`config.mk`:
```
export PLATFORM = sky130hd
export DESIGN_NAME = rmqr_cmp
export DESIGN_NICKNAME = d
export VERILOG_FILES = /design/src/hdl/rmqr_pkg.sv /design/src/hdl/rmqr_cmp.sv
export SDC_FILE = /design/constraint.sdc
export NUM_CORES = 1
export LEC_CHECK = 0
export BUFFER_PORTS_ARGS = -buffer_cell sky130_fd_sc_hd__buf_2
export CORE_MARGIN = 2
export CORE_UTILIZATION = 45
export DETAILED_ROUTE_END_ITERATION = 8
export PLACE_DENSITY_LB_ADDON = 0.12
export SKIP_LAST_GASP = 1
export SLEW_MARGIN = 10
export SYNTH_ARGS = -nofsm -noshare
export SYNTH_HDL_FRONTEND = slang
export SYNTH_SLANG_ARGS = --single-unit
export TNS_END_PERCENT = 30
```
`constraint.sdc`:
```
create_clock -name vclk -period 2.8
set_clock_uncertainty 0.2 [all_clocks]
set_input_delay 0.28 -clock vclk [all_inputs]
set_output_delay 0.28 -clock vclk [all_outputs]
set_load 0.03 [all_outputs]
```
`src/hdl/rmqr_pkg.sv`:
```
// shared types and constants for the range minimum query and raise block
package rmqr_pkg;

	localparam int DATA_W = 32;
	localparam int BEGIN_W = 11;
	localparam int END_W = 12;
	localparam int ACT_W = 2;
	localparam int IN_TDATA_W = 56;

	typedef enum logic [ACT_W-1:0] {
		ACT_QUERY = 2'd0,
		ACT_RAISE = 2'd1,
		ACT_CLEAR = 2'd2,
		ACT_NONE  = 2'd3
	} act_t;

	typedef enum logic [2:0] {
		ST_CLEAR,
		ST_IDLE,
		ST_WALK,
		ST_DRAIN,
		ST_DONE
	} state_t;

	typedef logic signed [DATA_W-1:0] height_t;

endpackage

```
`src/hdl/rmqr_cmp.sv`:
```
// shared signed compare unit for both minimum search and raise
module rmqr_cmp
	import rmqr_pkg::*;
(
	input  height_t a,
	input  height_t b,
	output logic    lt
);

	assign lt = a < b;

endmodule

```
# --- After elaboration in Yosys (flattened, before gate mapping) ---
# Cells that the tools add are included.
word_totals:
  output_inout_bits: 1
  ff_bits: 0
  input_bits: 64
  word_cells: 1
op_classes:
  n_lt_le_gt_ge: 1
op_table:
  columns: ["operator", "count"]
  rows:
  - ["$lt 32x32->1", 1]

# --- Depth between registers and ports, before layout ---
# Gate-level depths: netlist of the first run.
logic_depth:
  ltp_word: 1
  ltp_mapped: 8
  ltp_nobuf: 8

# --- Least setup slack after synthesis of the first run ---
# No wires, ideal clock.
synth_path:
  path_kind: "input to output"
  startpoint: "input b[22]"
  endpoint: "output lt"
  path_stages: 8
  arrival_time_ps: 1985
  n_path_buf: 0
  slack_ps: 335
  required_time_ps: 2320
  path_cell_list: "inv_1 -> ha_1 -> a21oi_1 -> a21boi_1 -> o21bai_1 -> a31oi_1 -> or4b_1 -> mux2i_1"
synth_between:
  elab_chain_len: 1
synth_rtl:
  columns: ["element", "line_no", "rtl"]
  rows:
  - ["from (decl)", "rmqr_cmp.sv:6", "input height_t b,"]
  - ["$lt 32x32->1", "rmqr_cmp.sv:10", "assign lt = a < b;"]
  - ["to (decl)", "rmqr_cmp.sv:7", "output logic lt"]
# No other way between the ends.

# --- Worst setup path in the final report of the first run ---
layout_path:
  startpoint: "input a[22]"
  endpoint: "output lt"
layout_between:
  elab_chain_len: 1
layout_rtl:
  columns: ["element", "line_no", "rtl"]
  rows:
  - ["from (decl)", "rmqr_cmp.sv:5", "input height_t a,"]
  - ["$lt 32x32->1", "rmqr_cmp.sv:10", null]
# No other way between the ends.

==> impl_metrics.yaml, run 1 <==
outcome:
  outcome: "finished, final reports clean"
final_layout:
  multiInputGateArea_um2: 673
  seq_cells: 0
  instances_no_fill: 190
  synthToLayoutAreaGrowth_pct: 43.9
  antenna-diode-count: 0
  core_occupancy_in_the_finished_layout_pct: 67.3
  design.final.nets: 270
  clock_buffer_count: 0
  n_fill_cell: 157
  share_of_final_layout_standard_cells_stronger_than_drive_strength_1_pct: 39.3
  total_area_of_sequential_cells_um2: 0
  finalInstanceArea_um2: 1140
placement:
  dpl_cell_area_um2: 1140
  routabilityCongestion: 0.744
  numPortBuffers: 65
  dp_hpwl_um: 1600
  numPlacedInstances: 190
power_and_ir_drop:
  fin_total_pwr_uw: 145
  static-leakage-power_nw: 0.766
  worst_ir_drop_vdd_mv: 0.0745
  power-per-cell-area_nw_per_um2: 127
sta:
  min_period_ps: 2480
  setup_viol: 0
  worst_slew_pin_slew_ps: 248
  post_route_setup_tns_ps: 0
  final_max_slew_viol_count: 0
  setup_repair_after_global_routing_missed_its_margin: "false"
  post-route-period-util_pct: 88.7
  relSlewSlack_pct: 83.3
  fmax_mhz: 403
  timing_hold_violations_final: 0
synth:
  post_synth_instance_area_um2: 790
  synth.top_cells.by_count: "31 x sky130_fd_sc_hd__ha_1, 31 x sky130_fd_sc_hd__inv_1, 8 x sky130_fd_sc_hd__a21oi_1"
  fraction_of_the_yosys_area_taken_by_sequential_cells_pct: 0
  synth.distinct_cells: 23
  synth.avg_cell_area_um2: 7.31
  share_of_the_synthesized_area_in_the_top_cell_type_pct: 49.1
  syn-num-nets: 203
  yosys_warnings: 0
  postSynthCellCount: 108
  synth_largest_area_cell: "sky130_fd_sc_hd__ha_1"
  synth_area_leaders: "sky130_fd_sc_hd__ha_1 49%, sky130_fd_sc_hd__inv_1 15%, sky130_fd_sc_hd__a21oi_1 5.1%, sky130_fd_sc_hd__nand4_1 4.0%, sky130_fd_sc_hd__nand3_1 3.8%"
routing:
  dr.pass1.iters: 3
  drt_wl_total_um: 1630
  dr_wl_met3_um: 113
  wire_per_inst_um: 8.56
  antenna_violating_nets_post_route: 0
  drc_errors: 0
  detailroute.via_count: 911
  post_drt_via_cell_ratio: 4.79
  met1Wirelength_um: 711
  met2_wl_post_dr_um: 802
  drt_first_iter_violations: 2
  routed.top_layer: "met3"
global_route:
  grt_pass1_wl_um: 2420
  global_route.overflow_total: 0
  grt_pass1_vias: 721
  gr-usage-all-layers_pct: 14.2
  initial_antenna_violation_count: 0
  pin_count_of_the_biggest_net_entering_global_routing: 5
floorplanning:
  die_width_um: 45.9
  placementRows: 15
  floorplan.initialDensity_pct: 46.7
  full_die_area_um2: 2110
  fp.dieH_um: 45.9
  coreArea_um2: 1690
  io_pins: 65
critical_path:
  worst_path_cell_chain: "buf_2 > ha_1 > a21oi_1 > a21boi_1 > o21bai_1 > a31oi_1 > or4b_1 > mux2i_1 > buf_2"
  critical-path-slowest-cell: "sky130_fd_sc_hd__or4b_1"
  critical_path.most_common_cell: "sky130_fd_sc_hd__buf_2"
  critical_path_capture_point_type: "primary output"
  arrival_ps: 2000
  start_kind: "input port"
  maximum_single_stage_delay_on_the_critical_path_ps: 500
  cp_num_buf_inv: 2
  required_ps: 2320
  timing.setup.critical_path_class: "in -> out"
  crit_fanout: 3
  critical_path_cell_count: 9
  critPathLaunch: "a[22]"
  cpLargestDelayFamily: "simple AND/OR/NAND/NOR gates"
hold_path:
  hp-class: "in -> out"
  hold-path-cell-count: 4
  holdCritStartpoint: "a[31]"
clocking:
  postCtsHoldBufs: 0
  post_cts_resize_count: 0
  post-cts-setup-buffer-count: 0
run:
  cap_viol_max_count: 0
==> worst min-delay path: cells and delay by family <==
family                   cells  cell delay (ps)
multiplexers                 1               80
buffers and inverters        2              260
adder cells (fa/ha/maj)      1              150
==> routing by layer <==
layer | GRT usage, % | up-vias
li1 | - | 507
met1 | 18.4 | 370
met2 | 27.5 | 34
met3 | 0 | 0
met4 | 0 | 0
met5 | 0 | -
==> metrics by stage <==
step / hold WS (ps) / worst slack, ps
floorplan: 716 / 335
global placement: 842 / 344
detailed placement: 847 / 323
CTS: 847 / 323
global route: 881 / 207
finish: 847 / 317
==> cell usage in the layout, fill, tap and decap left out, types with 2 or more instances in the layout <==
cell type,synthesis,layout
sky130_fd_sc_hd__inv_1,31,31
sky130_fd_sc_hd__nand4_1,5,5
sky130_fd_sc_hd__ha_1,31,31
sky130_fd_sc_hd__nand2_1,3,3
sky130_fd_sc_hd__a21oi_1,8,8
sky130_fd_sc_hd__o21ai_0,3,3
sky130_fd_sc_hd__nand3_1,6,6
sky130_fd_sc_hd__and3_1,2,2
sky130_fd_sc_hd__nor2_1,2,2
sky130_fd_sc_hd__a31oi_1,2,2
sky130_fd_sc_hd__a21o_1,3,3
sky130_fd_sc_hd__buf_2,0,65
==> cells by family (layout without fill, tap and decap cells) <==
logic type / count (synthesis) / after routing / share of synthesized area, %
AOI/OAI and AO/OA: 23 / 23 / 19.7
adders and majority gates: 31 / 31 / 49.1
buffers and inverters: 31 / 96 / 14.7
muxes: 1 / 1 / 1.27
and+or+nand+nor: 22 / 22 / 15.2
==> power breakdown <==
group          internal [mW]  switching, mW  total, mW  leakage [nW]
logic                 0.0791         0.0656      0.145         0.766
registers                  0              0          0             0
clock network              0              0          0             0
total                 0.0791         0.0656      0.145         0.766
==> area by class of cell <==
| type | instances | share of cell area [%] |
|---|---|---|
| Timing Repair Buffer | 65 | 28.6 |
| Multi-Input combinational cell | 77 | 59.3 |
| Inverter | 31 | 10.2 |
| Tap cell | 17 | 1.87 |
==> path summary, 6_finish.rpt <==
kind                  slack [ps]  endpoint
worst max-delay path         320        lt
worst min-delay path         850        lt
(Power assumes the default switching activity.)
==> run 2, diff against run 1 <==
--- a/config.mk
+++ b/config.mk
@@ -6,10 +6,9 @@
 export NUM_CORES = 1
 export LEC_CHECK = 0
 export BUFFER_PORTS_ARGS = -buffer_cell sky130_fd_sc_hd__buf_2
-export CORE_MARGIN = 2
-export CORE_UTILIZATION = 45
+export CORE_UTILIZATION = 41
 export DETAILED_ROUTE_END_ITERATION = 8
-export PLACE_DENSITY_LB_ADDON = 0.12
+export PLACE_DENSITY = 0.84
 export SKIP_LAST_GASP = 1
 export SLEW_MARGIN = 10
 export SYNTH_ARGS = -nofsm -noshare
==> constraint.sdc (replaced) <==
create_clock -name vclk -period 2.5
set_clock_uncertainty 0.2 [all_clocks]
set_input_delay 0.25 -clock vclk [all_inputs]
set_output_delay 0.25 -clock vclk [all_outputs]
set_load 0.03 [all_outputs]
==> run 2 against run 1 <==
Sequential share of layout area did not move; global-route usage rose by 4.2 points; core utilization fell by 0.95 points; flip-flop and latch count did not move; final cell count rose by 4.2%; routed wire length rose by 23%; worst setup slack got worse by 180 ps; power rose by 19%; largest power group unchanged; highest routed layer is now met4.
==> impl_metrics.yaml, run 2 (synthesis results as in run 1) <==
routing:
  drt_first_iter_violations: 6
  drc_errors: 0
  wire_per_inst_um: 10.1
  drt_wl_total_um: 2010
  detailroute.via_count: 970
  antenna_violating_nets_post_route: 0
  dr_wl_met3_um: 110
  post_drt_via_cell_ratio: 4.90
  met2_wl_post_dr_um: 1120
  dr.pass1.iters: 4
  met1Wirelength_um: 740
  routed.top_layer: "met4"
power_and_ir_drop:
  static-leakage-power_nw: 0.767
  switching_share_pct: 45.9
  power_share_of_the_clock_group_pct: 0
  power_frac_comb_pct: 100.0
  power-per-cell-area_nw_per_um2: 147
  worst_ir_drop_vdd_mv: 0.0792
  power.switching_uw: 78.8
  fin_total_pwr_uw: 172
  pwr-share-seq_pct: 0
  intPower_uw: 92.9
sta:
  relSlewSlack_pct: 87.0
  min_period_ps: 2360
  setup_repair_after_global_routing_missed_its_margin: "false"
  final_max_slew_viol_count: 0
  post_route_setup_tns_ps: 0
  setup_viol: 0
  timing_hold_violations_final: 0
  fmax_mhz: 424
  worst_slew_pin_slew_ps: 193
  post-route-period-util_pct: 94.4
placement:
  numPortBuffers: 65
  dp_hpwl_um: 1880
  routabilityCongestion: 0.870
  numPlacedInstances: 198
critical_path:
  start_kind: "input port"
  crit_fanout: 3
  required_ps: 2050
  arrival_ps: 1910
  maximum_single_stage_delay_on_the_critical_path_ps: 500
  critical_path_capture_point_type: "primary output"
  timing.setup.critical_path_class: "in -> out"
  critical-path-slowest-cell: "sky130_fd_sc_hd__or4b_1"
  worst_path_cell_chain: "buf_2 > inv_1 > ha_4 > a21oi_2 > a21boi_1 > o21bai_1 > a31oi_1 > or4b_1 > mux2i_1 > buf_4"
floorplanning:
  floorplan.initialDensity_pct: 44.8
  die_width_um: 45.9
  full_die_area_um2: 2100
  placementRows: 15
  io_pins: 65
  fp.dieH_um: 45.9
  coreArea_um2: 1760
hold_path:
  hp-class: "in -> out"
global_route:
  grt_pass1_wl_um: 2990
  initial_antenna_violation_count: 0
  gr-usage-all-layers_pct: 18.4
  pin_count_of_the_biggest_net_entering_global_routing: 5
  grt_pass1_vias: 866
  global_route.overflow_total: 0
final_layout:
  share_of_final_layout_standard_cells_stronger_than_drive_strength_1_pct: 41.0
  design.final.nets: 270
  total_area_of_sequential_cells_um2: 0
  synthToLayoutAreaGrowth_pct: 48.2
  antenna-diode-count: 0
  instances_no_fill: 198
  mostFrequentLayoutCells: "64 x sky130_fd_sc_hd__buf_2, 31 x sky130_fd_sc_hd__inv_1, 30 x sky130_fd_sc_hd__ha_1"
  n_fill_cell: 188
  core_occupancy_in_the_finished_layout_pct: 66.3
  clock_buffer_count: 0
  layout.cells.most_common: "sky130_fd_sc_hd__buf_2"
  multiInputGateArea_um2: 694
  seq_cells: 0
clocking:
  postCtsHoldBufs: 0
  post_cts_resize_count: 0
  post-cts-setup-buffer-count: 0
run:
  cap_viol_max_count: 0
outcome:
  outcome: "finished, final reports clean"
==> run 2: cell types whose count changed in the layout (fill, tap and decap cells not counted) <==
cell,before,now
sky130_fd_sc_hd__nor3_2,0,1
sky130_fd_sc_hd__buf_2,65,64
sky130_fd_sc_hd__a21oi_1,8,7
sky130_fd_sc_hd__nor3_1,1,0
sky130_fd_sc_hd__ha_4,0,1
sky130_fd_sc_hd__a21oi_2,0,1
sky130_fd_sc_hd__ha_1,31,30
sky130_fd_sc_hd__buf_4,0,1
==> run 2: power by group through the flow <==
stage               sequential [mW]  clock, mW  combinational [mW]
floorplan                         0          0              0.0945
global placement                  0          0               0.157
detailed placement                0          0               0.167
CTS                               0          0               0.168
global route                      0          0               0.198
finish                            0          0               0.172
==> run 2: path summary, 6_finish.rpt <==
kind	startpoint	end	slack, ps	depth (start not counted)
hold / removal	a[31]	lt	780	4
setup / recovery	b[22]	lt	140	10
==> run 2: routing by layer <==
layer / global-route usage [%] / vias to the layer above
met2: 41.1 / 33
met1: 17.0 / 426
met5: 0 / -
li1: - / 507
met3: 1.19 / 4
met4: 4.12 / 0
==> run 2: layout make-up <==
class | count | area share (%)
tap | 25 | 2.67
multi-input combinational | 77 | 59.4
inverter | 31 | 9.95
timing repair buffer | 65 | 28.0
==> run 2: critical path: cells and delay by family <==
family          cells  cell delay (ps)
buf+inv             3              360
compound gates      4              450
mux                 1              140
simple gates        1              500
fa+ha+maj           1              210
==> run 2: stage by stage <==
step	cell area, um2	setup WS, ps	hold WS, ps
2_1_floorplan	790	95.2	656
3_3_place_gp	1150	148	770
3_5_place_dp	1150	32.9	784
4_1_cts	1150	34.1	784
5_1_grt	1170	14.6	798
6_report	1170	139	780
